<file path="src/rtl/core/modexp_pkg.sv">
// ----------------------------------------------------------------------------
// modexp_pkg
// Shared types and constants for the 64-bit modular exponentiation unit.
// ----------------------------------------------------------------------------
package modexp_pkg;

    localparam int unsigned FIELD_BITS = 64;

    typedef logic [FIELD_BITS-1:0] t_word;

    // Control from sequencer to modular multiplier.
    typedef struct packed {
        logic start;
    } t_mul_ctrl;

    // Status from modular multiplier back to sequencer.
    typedef struct packed {
        logic busy;
        logic done;
    } t_mul_stat;

endpackage

</file>
<file path="src/rtl/core/modexp_if.sv">
// ----------------------------------------------------------------------------
// modexp_in_if / modexp_out_if
// Valid/ready channels carrying the operand and result items.
// ----------------------------------------------------------------------------
interface modexp_in_if;
    logic                 valid;
    logic                 ready;
    modexp_pkg::t_word    base_value;
    modexp_pkg::t_word    exponent_value;
    modexp_pkg::t_word    modulus_value;

    modport source (output valid, output base_value, output exponent_value,
                    output modulus_value, input ready);
    modport sink   (input valid, input base_value, input exponent_value,
                    input modulus_value, output ready);
endinterface

interface modexp_out_if;
    logic                 valid;
    logic                 ready;
    modexp_pkg::t_word    power_result;
    logic                 bad_modulus;

    modport source (output valid, output power_result, output bad_modulus,
                    input ready);
    modport sink   (input valid, input power_result, input bad_modulus,
                    output ready);
endinterface

</file>
<file path="src/rtl/core/modexp_mulmod.sv">
// ----------------------------------------------------------------------------
// modexp_mulmod
// Iterative (x * y) mod m, MSB-first interleaved shift-and-add, one bit/cycle.
// ----------------------------------------------------------------------------
module modexp_mulmod #(
    parameter int unsigned OPERAND_BITS = 64
) (
    input  logic                          i_clk,
    input  logic                          i_rst_n,
    input  modexp_pkg::t_mul_ctrl         i_ctrl,
    input  logic [OPERAND_BITS-1:0]       i_x,
    input  logic [OPERAND_BITS-1:0]       i_y,
    input  logic [OPERAND_BITS-1:0]       i_m,
    output modexp_pkg::t_mul_stat         o_stat,
    output logic [OPERAND_BITS-1:0]       o_product
);
    import modexp_pkg::*;

    localparam int unsigned CW = $clog2(OPERAND_BITS);

    logic [OPERAND_BITS-1:0] r_acc, n_acc;
    logic [OPERAND_BITS-1:0] r_y, n_y;
    logic [CW-1:0]           r_cnt, n_cnt;
    logic                    r_busy, n_busy;
    logic                    r_done, n_done;
    logic [OPERAND_BITS:0]   dbl, dbl_red, sum, sum_red;
    logic [OPERAND_BITS-1:0] acc_dbl;

    // x is always below m here (sequencer keeps operands reduced).
    always_comb begin
        dbl     = {r_acc, 1'b0};
        dbl_red = (dbl >= {1'b0, i_m}) ? dbl - {1'b0, i_m} : dbl;
        acc_dbl = dbl_red[OPERAND_BITS-1:0];
        sum     = {1'b0, acc_dbl} + {1'b0, i_x};
        sum_red = (sum >= {1'b0, i_m}) ? sum - {1'b0, i_m} : sum;
    end

    always_comb begin
        n_acc  = r_acc;
        n_y    = r_y;
        n_cnt  = r_cnt;
        n_busy = r_busy;
        n_done = 1'b0;
        if (i_ctrl.start && !r_busy) begin
            n_acc  = '0;
            n_y    = i_y;
            n_cnt  = CW'(OPERAND_BITS - 1);
            n_busy = 1'b1;
        end else if (r_busy) begin
            n_acc = r_y[OPERAND_BITS-1] ? sum_red[OPERAND_BITS-1:0] : acc_dbl;
            n_y   = {r_y[OPERAND_BITS-2:0], 1'b0};
            n_cnt = r_cnt - 1'b1;
            if (r_cnt == '0) begin
                n_busy = 1'b0;
                n_done = 1'b1;
            end
        end
    end

    always_ff @(posedge i_clk) begin
        if (!i_rst_n) begin
            r_busy <= 1'b0;
            r_done <= 1'b0;
            r_cnt  <= '0;
        end else begin
            r_busy <= n_busy;
            r_done <= n_done;
            r_cnt  <= n_cnt;
        end
        r_acc <= n_acc;
        r_y   <= n_y;
    end

    assign o_stat.busy = r_busy;
    assign o_stat.done = r_done;
    assign o_product   = r_acc;
endmodule

</file>
<file path="src/rtl/core/modexp_seq.sv">
// ----------------------------------------------------------------------------
// modexp_seq
// Square-and-multiply sequencer driving the shared modular multiplier.
// ----------------------------------------------------------------------------
module modexp_seq #(
    parameter int unsigned OPERAND_BITS = 64
) (
    input  logic                     i_clk,
    input  logic                     i_rst_n,
    modexp_in_if.sink                in_ch,
    modexp_out_if.source             out_ch,
    output modexp_pkg::t_mul_ctrl    o_mul_ctrl,
    input  modexp_pkg::t_mul_stat    i_mul_stat,
    input  logic [OPERAND_BITS-1:0]  i_mul_product,
    output logic [OPERAND_BITS-1:0]  o_mul_x,
    output logic [OPERAND_BITS-1:0]  o_mul_y,
    output logic [OPERAND_BITS-1:0]  o_mul_m
);
    import modexp_pkg::*;

    localparam int unsigned CW = $clog2(OPERAND_BITS);

    typedef enum logic [7:0] {
        S_IDLE  = 8'b00000001,
        S_RBASE = 8'b00000010,
        S_RWAIT = 8'b00000100,
        S_MUL   = 8'b00001000,
        S_MWAIT = 8'b00010000,
        S_SQR   = 8'b00100000,
        S_SWAIT = 8'b01000000,
        S_OUT   = 8'b10000000
    } t_state;

    t_state                  r_state, n_state;
    logic [OPERAND_BITS-1:0] r_acc, n_acc, r_sq, n_sq, r_exp, n_exp, r_mod, n_mod;
    logic [CW-1:0]           r_bit, n_bit;
    logic                    r_bad, n_bad;
    logic                    r_ovalid, n_ovalid;
    logic [FIELD_BITS-1:0]   r_res, n_res;
    t_mul_ctrl               mul_ctrl;

    assign in_ch.ready         = (r_state == S_IDLE);
    assign out_ch.valid        = r_ovalid;
    assign out_ch.power_result = r_res;
    assign out_ch.bad_modulus  = r_bad;
    assign o_mul_ctrl          = mul_ctrl;
    assign o_mul_m             = r_mod;
    assign o_mul_y             = r_sq;
    assign o_mul_x             = (r_state inside {S_RBASE, S_RWAIT, S_MUL, S_MWAIT}) ?
                                 r_acc : r_sq;

    always_comb begin
        n_state        = r_state;
        n_acc          = r_acc;
        n_sq           = r_sq;
        n_exp          = r_exp;
        n_mod          = r_mod;
        n_bit          = r_bit;
        n_bad          = r_bad;
        n_res          = r_res;
        n_ovalid       = r_ovalid;
        mul_ctrl.start = 1'b0;
        unique case (r_state)
            S_IDLE: begin
                if (in_ch.valid) begin
                    n_exp = in_ch.exponent_value[OPERAND_BITS-1:0];
                    n_mod = in_ch.modulus_value[OPERAND_BITS-1:0];
                    // Base starts unreduced; one multiply by (1 mod m) reduces it.
                    n_sq  = in_ch.base_value[OPERAND_BITS-1:0];
                    n_bit = '0;
                    if (in_ch.modulus_value[OPERAND_BITS-1:0] == '0) begin
                        n_bad   = 1'b1;
                        n_res   = '0;
                        n_state = S_OUT;
                    end else begin
                        n_bad   = 1'b0;
                        n_acc   = (in_ch.modulus_value[OPERAND_BITS-1:0] ==
                                   OPERAND_BITS'(1)) ? '0 : OPERAND_BITS'(1);
                        n_state = S_RBASE;
                    end
                end
            end
            // Multiply (1 mod m) as x by the raw base as y: gives base mod m.
            S_RBASE: begin
                mul_ctrl.start = 1'b1;
                n_state = S_RWAIT;
            end
            S_RWAIT: begin
                if (i_mul_stat.done) begin
                    n_sq    = i_mul_product;
                    n_state = S_MUL;
                end
            end
            S_MUL: begin
                if (r_exp[0]) begin
                    mul_ctrl.start = 1'b1;
                    n_state = S_MWAIT;
                end else begin
                    n_state = S_SQR;
                end
            end
            S_MWAIT: begin
                if (i_mul_stat.done) begin
                    n_acc   = i_mul_product;
                    n_state = S_SQR;
                end
            end
            S_SQR: begin
                mul_ctrl.start = 1'b1;
                n_state = S_SWAIT;
            end
            S_SWAIT: begin
                if (i_mul_stat.done) begin
                    n_sq  = i_mul_product;
                    n_exp = {1'b0, r_exp[OPERAND_BITS-1:1]};
                    n_bit = r_bit + 1'b1;
                    if (r_bit == CW'(OPERAND_BITS - 1)) begin
                        n_res   = FIELD_BITS'(r_acc);
                        n_state = S_OUT;
                    end else begin
                        n_state = S_MUL;
                    end
                end
            end
            S_OUT: begin
                n_ovalid = 1'b1;
                if (r_ovalid && out_ch.ready) begin
                    n_ovalid = 1'b0;
                    n_state  = S_IDLE;
                end
            end
            default: n_state = S_IDLE;
        endcase
    end

    always_ff @(posedge i_clk) begin
        if (!i_rst_n) begin
            r_state  <= S_IDLE;
            r_ovalid <= 1'b0;
        end else begin
            r_state  <= n_state;
            r_ovalid <= n_ovalid;
        end
        r_acc <= n_acc;
        r_sq  <= n_sq;
        r_exp <= n_exp;
        r_mod <= n_mod;
        r_bit <= n_bit;
        r_bad <= n_bad;
        r_res <= n_res;
    end
endmodule

</file>
<file path="src/rtl/core/modular_exponentiation_64_unit.sv">
// Each modular multiply is a start, one bit of y per cycle, then a done pulse;
//   one base reduce, then per exponent bit one square plus a multiply on set bits
//   (a clear bit skips the multiply) lie between accept and result valid.
// Zero modulus: the unit goes straight to S_OUT, which registers result valid.
// Throughput: one item at a time; the single bit-serial multiplier sets the rate.
// Reset (synchronous) clears control.
// ----------------------------------------------------------------------------
// modular_exponentiation_64_unit
// Right-to-left square-and-multiply over a shared iterative modular multiplier.
// ----------------------------------------------------------------------------
module modular_exponentiation_64_unit #(
    parameter int unsigned OPERAND_BITS = 64
) (
    input  logic          i_clk,
    input  logic          i_rst_n,
    modexp_in_if.sink     in_ch,
    modexp_out_if.source  out_ch
);
    import modexp_pkg::*;

    t_mul_ctrl               mul_ctrl;
    t_mul_stat               mul_stat;
    logic [OPERAND_BITS-1:0] mul_x, mul_y, mul_m, mul_p;

    // Sequencer: scan exponent LSB first, issue squares and multiplies.
    modexp_seq #(.OPERAND_BITS(OPERAND_BITS)) u_seq (
        .i_clk        (i_clk),
        .i_rst_n      (i_rst_n),
        .in_ch        (in_ch),
        .out_ch       (out_ch),
        .o_mul_ctrl   (mul_ctrl),
        .i_mul_stat   (mul_stat),
        .i_mul_product(mul_p),
        .o_mul_x      (mul_x),
        .o_mul_y      (mul_y),
        .o_mul_m      (mul_m)
    );

    // Shared multiplier: one bit of y per cycle, partial sum kept below m.
    modexp_mulmod #(.OPERAND_BITS(OPERAND_BITS)) u_mul (
        .i_clk    (i_clk),
        .i_rst_n  (i_rst_n),
        .i_ctrl   (mul_ctrl),
        .i_x      (mul_x),
        .i_y      (mul_y),
        .i_m      (mul_m),
        .o_stat   (mul_stat),
        .o_product(mul_p)
    );

    // Never accept an item while the multiplier is still working.
    a_no_accept_busy: assert property (@(posedge i_clk) disable iff (!i_rst_n)
        in_ch.ready |-> !mul_stat.busy)
        else $error("item accepted while multiplier busy");

    // A done pulse only follows a busy cycle.
    a_done_after_busy: assert property (@(posedge i_clk) disable iff (!i_rst_n)
        mul_stat.done |-> $past(mul_stat.busy))
        else $error("multiplier done without busy");

    // A bad-modulus result always carries zero.
    a_bad_zero: assert property (@(posedge i_clk) disable iff (!i_rst_n)
        (out_ch.valid && out_ch.bad_modulus) |-> (out_ch.power_result == '0))
        else $error("bad modulus with nonzero result");
endmodule

</file>
<file path="src/flat_wrapper.sv">
// flat-port wrapper written by rule: the top's interface ports become plain ports
module modular_exponentiation_64_unit_flat import modexp_pkg::*;
#(
    parameter int unsigned OPERAND_BITS = 64
)
  (i_clk, i_rst_n, in_ch_valid, in_ch_base_value, in_ch_exponent_value, in_ch_modulus_value, in_ch_ready, out_ch_valid, out_ch_power_result, out_ch_bad_modulus, out_ch_ready);
  modexp_in_if in_ch_i ();
  modexp_out_if out_ch_i ();
  input  logic i_clk;
  input  logic i_rst_n;
  input wire logic [$bits(in_ch_i.valid)-1:0] in_ch_valid;
  input wire logic [$bits(in_ch_i.base_value)-1:0] in_ch_base_value;
  input wire logic [$bits(in_ch_i.exponent_value)-1:0] in_ch_exponent_value;
  input wire logic [$bits(in_ch_i.modulus_value)-1:0] in_ch_modulus_value;
  output wire logic [$bits(in_ch_i.ready)-1:0] in_ch_ready;
  output wire logic [$bits(out_ch_i.valid)-1:0] out_ch_valid;
  output wire logic [$bits(out_ch_i.power_result)-1:0] out_ch_power_result;
  output wire logic [$bits(out_ch_i.bad_modulus)-1:0] out_ch_bad_modulus;
  input wire logic [$bits(out_ch_i.ready)-1:0] out_ch_ready;
  assign in_ch_i.valid = in_ch_valid;
  assign in_ch_i.base_value = in_ch_base_value;
  assign in_ch_i.exponent_value = in_ch_exponent_value;
  assign in_ch_i.modulus_value = in_ch_modulus_value;
  assign in_ch_ready = in_ch_i.ready;
  assign out_ch_valid = out_ch_i.valid;
  assign out_ch_power_result = out_ch_i.power_result;
  assign out_ch_bad_modulus = out_ch_i.bad_modulus;
  assign out_ch_i.ready = out_ch_ready;
  modular_exponentiation_64_unit #(.OPERAND_BITS(OPERAND_BITS)) u_core (.i_clk(i_clk), .i_rst_n(i_rst_n), .in_ch(in_ch_i), .out_ch(out_ch_i));
endmodule
</file>
<file path="config.mk">
export PLATFORM = sky130hd
export DESIGN_NAME = modular_exponentiation_64_unit_flat
export DESIGN_NICKNAME = d
export VERILOG_FILES = /design/src/rtl/core/modexp_pkg.sv /design/src/rtl/core/modexp_if.sv /design/src/rtl/core/modexp_mulmod.sv /design/src/rtl/core/modexp_seq.sv /design/src/rtl/core/modular_exponentiation_64_unit.sv /design/src/flat_wrapper.sv
export SDC_FILE = /design/constraint.sdc
export NUM_CORES = 1
export LEC_CHECK = 0
export ABC_CLOCK_PERIOD_IN_PS = 22300
export BUFFER_PORTS_ARGS = -buffer_cell sky130_fd_sc_hd__buf_4
export CAP_MARGIN = 30
export CORE_MARGIN = 4
export CORE_UTILIZATION = 35
export DETAILED_ROUTE_END_ITERATION = 6
export PLACE_DENSITY = 0.54
export SLEW_MARGIN = 25
export SYNTH_ARGS = -nofsm -noshare
export SYNTH_HDL_FRONTEND = slang
export SYNTH_HIERARCHICAL = 1
export SYNTH_SLANG_ARGS = --single-unit
</file>
<file path="constraint.sdc">
create_clock -name i_clk -period 22.3 [get_ports i_clk]
set_input_delay 2.23 -clock i_clk [delete_from_list [all_inputs] [get_ports i_clk]]
set_output_delay 2.23 -clock i_clk [all_outputs]
set_load 0.005 [all_outputs]
</file>
==> insert_results.sql, run 1 <==
INSERT INTO impl_metrics (metric_group, metric, value, unit) VALUES
('cts', 'cts_buffer_depth', '3', ''),
('final_layout', 'antennaDiodeCount', '0', ''),
('final_layout', 'layout.filler_cells', '9081', ''),
('cts', 'number_of_resized_instances_in_the_post_cts_repair_step', '0', ''),
('sta', 'final_min_period_over_clock_period', '0.522', ''),
('sta', 'final_hold_viol_count', '0', ''),
('global_route', 'grt_first_pass_wirelength', '173', 'mm'),
('die', 'fp.dieH', '313', 'µm'),
('sta', 'setup_total_negative_slack', '0', 'ps'),
('placement', 'cell_total_after_placement', '4683', ''),
('sta', 'drv_slew', '0', ''),
('drt', 'via_count', '27094', ''),
('cts', 'numCtsBuffers', '56', ''),
('cts', 'cts_setup_buffers', '0', ''),
('cts', 'cts_tree', 'yes', ''),
('critical_path', 'crit_path_start_kind', 'register', ''),
('logic_synthesis', 'synth-warning-count', '6', ''),
('final_layout', 'layout-drive-gt1-share', '0.175', ''),
('critical_path', 'critical_path_arrival', '12150', 'ps'),
('sta', 'worst_slew_pin_slew', '1040', 'ps'),
('cts', 'clock-sinks', '472', ''),
('drt', 'ant_nets', '0', ''),
('hold_path', 'worstHoldPathType', 'register to register', ''),
('die', 'rows', '111', ''),
('sta', 'slew_headroom', '0.303', ''),
('critical_path', 'timing.critical_path.slowest_stage_cell', 'sky130_fd_sc_hd__buf_4', ''),
('critical_path', 'worst_path_largest_cell_delay', '630', 'ps'),
('sta', 'setup_violations', '0', ''),
('global_route', 'via_count_of_the_first_global_routing_pass', '25965', ''),
('critical_path', 'endpoint_kind', 'register', ''),
('die', 'die_width', '313', 'µm'),
('sta', 'layout_min_cycle_time', '11640', 'ps'),
('logic_synthesis', 'synthCells', '3314', ''),
('die', 'initial_utilization', '0.354', ''),
('final_layout', 'count_of_nets_after_finishing', '3895', ''),
('drt', 'number_of_design_rule_violations_left_by_the_first_detailed_router_iteration', '2840', ''),
('drt', 'drc', '0', ''),
('die', 'design.core.area', '91800', 'µm²'),
('drt', 'detail_route.vias_per_cell', '5.66', ''),
('die', 'i_o_pin_total', '263', ''),
('global_route', 'grt_antenna_before_repair', '3', ''),
('logic_synthesis', 'syn_nets', '3708', ''),
('sta', 'fin_skew', '23.0', 'ps'),
('cts', 'h-tree-depth', '2', ''),
('logic_synthesis', 'post_synth_instance_area', '32500', 'µm²'),
('cts', 'cts_root_cell', 'sky130_fd_sc_hd__clkbuf_16', ''),
('critical_path', 'path_class', 'register to register', ''),
('final_layout', 'final_cells', '4791', ''),
('run_status', 'outcome', 'finished, final reports clean', ''),
('cts', 'clkTransAtPathRegs', '60', 'ps'),
('critical_path', 'cp_common_cell', 'sky130_fd_sc_hd__a21oi_1', ''),
('placement', 'place_hpwl', '92.7', 'mm'),
('critical_path', 'worst-endpoint-required', '22810', 'ps'),
('die', 'die_area', '97700', 'µm²'),
('drt', 'detail_route.wirelength', '119', 'mm'),
('cts', 'worst_skew_pair_later_pin_latency', '640', 'ps'),
('placement', 'quantity_of_i_o_buffers_inserted_on_ports', '262', ''),
('cts', 'holdBufCountCts', '0', ''),
('sta', 'max_freq', '85.9', 'MHz'),
('global_route', 'aggregate_global_route_resource_usage', '0.233', ''),
('drt', 'routedWlPerCell', '24.8', 'µm'),
('drt', 'dr.pass1.iters', '6', ''),
('final_layout', 'area_delta_synth_final', '15.1', '%'),
('logic_synthesis', 'post_synth.cell_area_avg', '9.80', 'µm²'),
('placement', 'last_weighted_congestion_value_of_the_routability_driven_placer', '1.01', ''),
('critical_path', 'path_max_fanout', '60', ''),
('sta', 'rsz0062_at_grt', 'false', ''),
('global_route', 'grt_max_degree', '74', ''),
('run', 'maxCapViolCount', '0', ''),
('global_route', 'grt-ovfl-total', '0', '');
## routing by layer
metal,part of all wire,vias up,track usage
met1,0.48,13152,0.359
li1,-,12664,-
met3,0.085,129,0.0424
met2,0.42,1149,0.342
met5,0,-,0
met4,0.018,0,0.0427
## layout by cell type (no fill, tap or decap), types with 12 or more instances in the layout
master and instances:
sky130_fd_sc_hd__a211oi_1 54, sky130_fd_sc_hd__a21o_1 79, sky130_fd_sc_hd__a21oi_1 237, sky130_fd_sc_hd__a21oi_2 12, sky130_fd_sc_hd__a221o_1 45, sky130_fd_sc_hd__a31oi_1 29
sky130_fd_sc_hd__and2_1 153, sky130_fd_sc_hd__and3_1 25, sky130_fd_sc_hd__buf_4 288, sky130_fd_sc_hd__clkbuf_16 56, sky130_fd_sc_hd__clkinv_2 14, sky130_fd_sc_hd__dfxtp_1 81
sky130_fd_sc_hd__edfxtp_1 391, sky130_fd_sc_hd__ha_1 195, sky130_fd_sc_hd__inv_1 128, sky130_fd_sc_hd__mux2_1 50, sky130_fd_sc_hd__mux2_2 164, sky130_fd_sc_hd__mux2i_1 17
sky130_fd_sc_hd__nand2_1 438, sky130_fd_sc_hd__nand3_1 49, sky130_fd_sc_hd__nand4_1 73, sky130_fd_sc_hd__nor2_1 179, sky130_fd_sc_hd__nor2b_1 18, sky130_fd_sc_hd__nor3_1 35
sky130_fd_sc_hd__nor4_1 24, sky130_fd_sc_hd__o211ai_1 38, sky130_fd_sc_hd__o21a_1 25, sky130_fd_sc_hd__o21ai_0 113, sky130_fd_sc_hd__o21ai_1 57, sky130_fd_sc_hd__o21bai_1 43
sky130_fd_sc_hd__xnor2_1 117, sky130_fd_sc_hd__xor2_1 66
## stage by stage
stage	hold WS, ps	worst slack [ps]	util	instance area (µm²)
floorplan	454	12550	-	32500
global placement	481	10860	0.386	35400
detailed placement	491	10980	0.386	35500
CTS	503	10930	0.406	37300
global route	525	10230	0.407	37400
finish	497	10660	0.407	37400
## sequential cells by signal, indices dropped and copies added (netlist names)
signal	flops
u_core/u_seq/r_bit	6
u_core/u_seq/o_mul_m	64
u_core/u_seq/out_ch.valid	1
u_core/u_seq/r_exp	64
u_core/u_seq/out_ch.bad_modulus	1
u_core/u_mul/o_product	64
u_core/u_seq/r_acc	64
u_core/u_seq/r_state	8
u_core/u_mul/r_y	64
u_core/u_seq/o_mul_y	64
u_core/u_mul/r_done	1
u_core/u_seq/out_ch.power_result	64
u_core/u_mul/r_cnt	6
u_core/u_mul/r_busy	1
## area by class of cell
type / count / area (µm²) / area share
Tap cell: 1243 / 1560 / 0.0416
Clock inverter: 33 / 303 / 0.00810
Inverter: 129 / 484 / 0.0130
Clock buffer: 72 / 1510 / 0.0405
Multi-Input combinational cell: 2548 / 17800 / 0.477
Timing Repair Buffer: 294 / 2300 / 0.0617
Sequential cell: 472 / 13400 / 0.358
## worst paths after layout
kind,from,endpoint,slack (ps),cells past startpoint
hold / removal,u_core/u_seq/r_exp[41],u_core/u_seq/r_exp[40],500,2
hold reg to reg,u_core/u_seq/r_exp[41],u_core/u_seq/r_exp[40],500,2
setup reg to reg,u_core/u_mul/o_product[55],u_core/u_mul/o_product[45],10660,34
setup / recovery,u_core/u_mul/o_product[55],u_core/u_mul/o_product[45],10660,34
## critical path, delay by kind of cell (launching register included)
| kind | cells | cell delay (ps) |
|---|---|---|
| AOI/OAI and AO/OA | 21 | 5720 |
| adders and majority gates | 3 | 1210 |
| and+or+nand+nor | 7 | 2250 |
| DFF | 1 | 520 |
| buffers and inverters | 2 | 1230 |
| xor gates and xnor gates | 1 | 380 |
Power of run 1 is not shown: default switching activity piles up to over one toggle a cycle in this logic, so the estimate is an artifact.
==> run 2: changes to the inputs <==
--- a/config.mk
+++ b/config.mk
@@ -5,13 +5,14 @@
 export SDC_FILE = /design/constraint.sdc
 export NUM_CORES = 1
 export LEC_CHECK = 0
-export ABC_CLOCK_PERIOD_IN_PS = 22300
+export ABC_AREA = 1
+export ABC_CLOCK_PERIOD_IN_PS = 10290
 export BUFFER_PORTS_ARGS = -buffer_cell sky130_fd_sc_hd__buf_4
 export CAP_MARGIN = 30
 export CORE_MARGIN = 4
 export CORE_UTILIZATION = 35
 export DETAILED_ROUTE_END_ITERATION = 6
-export PLACE_DENSITY = 0.54
+export PLACE_DENSITY = 0.56
 export SLEW_MARGIN = 25
 export SYNTH_ARGS = -nofsm -noshare
 export SYNTH_HDL_FRONTEND = slang
==> constraint.sdc (replaced) <==
create_clock -name i_clk -period 10.29 [get_ports i_clk]
set_input_delay 1.029 -clock i_clk [delete_from_list [all_inputs] [get_ports i_clk]]
set_output_delay 1.029 -clock i_clk [all_outputs]
set_load 0.005 [all_outputs]
==> run 2 against run 1 <==
Net effect:
- count of clock-buffer cells in the layout fell by 7
- synthesized cell count rose by 78%
- largest cell class unchanged
- area after synthesis rose by 19%
- highest routed layer is now met5
- setup slack got worse by 9000 ps
- via count rose by 44%
- global-route usage rose by 6.7 points
==> insert_results.sql, run 2 <==
INSERT INTO impl_metrics (metric_group, metric, value, unit) VALUES
('run_status', 'outcome', 'finished, final reports clean', ''),
('die', 'initial_utilization', '0.353', ''),
('sta', 'layout_min_cycle_time', '8620', 'ps'),
('sta', 'slew_headroom', '0.282', ''),
('hold_path', 'worstHoldPathType', 'register to register', ''),
('drt', 'detail_route.wirelength', '179', 'mm'),
('critical_path', 'timing.critical_path.slowest_stage_cell', 'sky130_fd_sc_hd__dfxtp_1', ''),
('placement', 'quantity_of_i_o_buffers_inserted_on_ports', '262', ''),
('sta', 'drv_slew', '0', ''),
('cts', 'numCtsBuffers', '57', ''),
('final_layout', 'most_common_cell_after_layout_fill_and_taps_aside', 'sky130_fd_sc_hd__nand2_1', ''),
('global_route', 'grt_antenna_before_repair', '5', ''),
('cts', 'cts_root_cell', 'sky130_fd_sc_hd__clkbuf_16', ''),
('global_route', 'via_count_of_the_first_global_routing_pass', '37075', ''),
('cts', 'holdBufCountCts', '0', ''),
('cts', 'cts_buffer_depth', '3', ''),
('critical_path', 'worst_path_largest_cell_delay', '560', 'ps'),
('final_layout', 'layout-drive-gt1-share', '0.0957', ''),
('sta', 'setup_total_negative_slack', '0', 'ps'),
('die', 'die_area', '116000', 'µm²'),
('cts', 'number_of_resized_instances_in_the_post_cts_repair_step', '0', ''),
('global_route', 'grt_most_used_layer', 'met2', ''),
('critical_path', 'path_max_fanout', '45', ''),
('sta', 'max_freq', '116', 'MHz'),
('critical_path', 'cp_common_cell', 'sky130_fd_sc_hd__nand2_1', ''),
('global_route', 'grt_first_pass_wirelength', '254', 'mm'),
('sta', 'rsz0062_at_grt', 'false', ''),
('final_layout', 'area_delta_synth_final', '13.9', '%'),
('global_route', 'grt-ovfl-total', '0', ''),
('global_route', 'global_route.usage.met3', '0.0476', ''),
('drt', 'routedWlPerCell', '23.5', 'µm'),
('final_layout', 'count_of_nets_after_finishing', '6520', ''),
('global_route', 'grtUsageMet2', '0.464', ''),
('drt', 'drc', '0', ''),
('cts', 'h-tree-depth', '2', ''),
('die', 'i_o_pin_total', '263', ''),
('run', 'maxCapViolCount', '0', ''),
('critical_path', 'endpoint_kind', 'register', ''),
('die', 'design.core.area', '109000', 'µm²'),
('logic_synthesis', 'synth-warning-count', '6', ''),
('die', 'die_width', '340', 'µm'),
('sta', 'fin_skew', '39.4', 'ps'),
('final_layout', 'layout_common_cells', 'sky130_fd_sc_hd__nand2_1, sky130_fd_sc_hd__inv_1, sky130_fd_sc_hd__nor2_1', ''),
('drt', 'dr.pass1.iters', '6', ''),
('cts', 'cts_setup_buffers', '0', ''),
('cts', 'cts_tree', 'yes', ''),
('die', 'fp.dieH', '340', 'µm'),
('logic_synthesis', 'post_synth_instance_area', '38500', 'µm²'),
('die', 'rows', '121', ''),
('drt', 'detail_route.vias_per_cell', '5.11', ''),
('drt', 'ant_nets', '0', ''),
('placement', 'last_weighted_congestion_value_of_the_routability_driven_placer', '1.04', ''),
('sta', 'final_hold_viol_count', '0', ''),
('critical_path', 'critical_path_arrival', '9170', 'ps'),
('global_route', 'grt_max_degree', '72', ''),
('cts', 'clock-sinks', '472', ''),
('sta', 'final_min_period_over_clock_period', '0.838', ''),
('sta', 'worst_slew_pin_slew', '1080', 'ps'),
('sta', 'setup_violations', '0', ''),
('drt', 'via_count', '39113', ''),
('cts', 'worst_skew_pair_later_pin_latency', '670', 'ps'),
('critical_path', 'crit_path_start_kind', 'register', ''),
('logic_synthesis', 'synthCells', '5902', ''),
('critical_path', 'worst-endpoint-required', '10840', 'ps'),
('drt', 'number_of_design_rule_violations_left_by_the_first_detailed_router_iteration', '4320', ''),
('critical_path', 'path_class', 'register to register', ''),
('global_route', 'aggregate_global_route_resource_usage', '0.300', ''),
('global_route', 'global_route.usage.met1', '0.434', ''),
('logic_synthesis', 'post_synth.cell_area_avg', '6.53', 'µm²'),
('logic_synthesis', 'syn_nets', '6296', ''),
('cts', 'clkTransAtPathRegs', '60', 'ps'),
('placement', 'place_hpwl', '149', 'mm');
## run 2: worst max-delay path: cells and delay by family (launching register included)
kind	cells	cell delay [ps]
simple gates	26	3580
compound gates	8	1850
fa+ha+maj	3	1210
buf+inv	5	1190
flops	1	560
## run 2: area by class of cell
class | instances | area (µm²)
multi-input cells | 4325 | 20800
well taps | 1476 | 1850
repair buffers | 298 | 2260
inverters | 972 | 3650
fillers | 11809 | 65200
clock buffers | 65 | 1480
diodes | 1 | 2.50
flip-flops and latches | 472 | 13400
clock inverters | 42 | 509
## run 2: final timing paths
| kind | from | slack (ps) | cells past startpoint | endpoint |
|---|---|---|---|---|
| worst min-delay path | u_core/u_seq/out_ch.valid | 490 | 2 | u_core/u_seq/out_ch.valid |
| worst min register to register | u_core/u_seq/out_ch.valid | 490 | 2 | u_core/u_seq/out_ch.valid |
| worst max-delay path | u_core/u_mul/o_product[39] | 1670 | 42 | u_core/u_mul/o_product[5] |
| worst max register to register | u_core/u_mul/o_product[39] | 1670 | 42 | u_core/u_mul/o_product[5] |
## run 2: metrics by stage
step	util	std cells	instance area, µm²	hold slack [ps]	worst slack (ps)
CTS	0.402	7650	43900	489	1970
finish	0.402	7651	43900	486	1670
global route	0.402	7650	43900	514	1360
detailed placement	0.384	7543	41900	479	2010
floorplan	-	5902	38500	453	5090
global placement	0.384	7543	41900	475	1960
## run 2: per-layer routing
layer  vias to the layer above  share of wire  routed length [µm]
met5                         -       0.000072                  13
met4                         2          0.029                5270
met3                       193          0.075               13500
met2                      1451           0.43               77600
met1                     18528           0.46               83100
li1                      18939              -                   -
Power of run 2 is left out for the same reason.
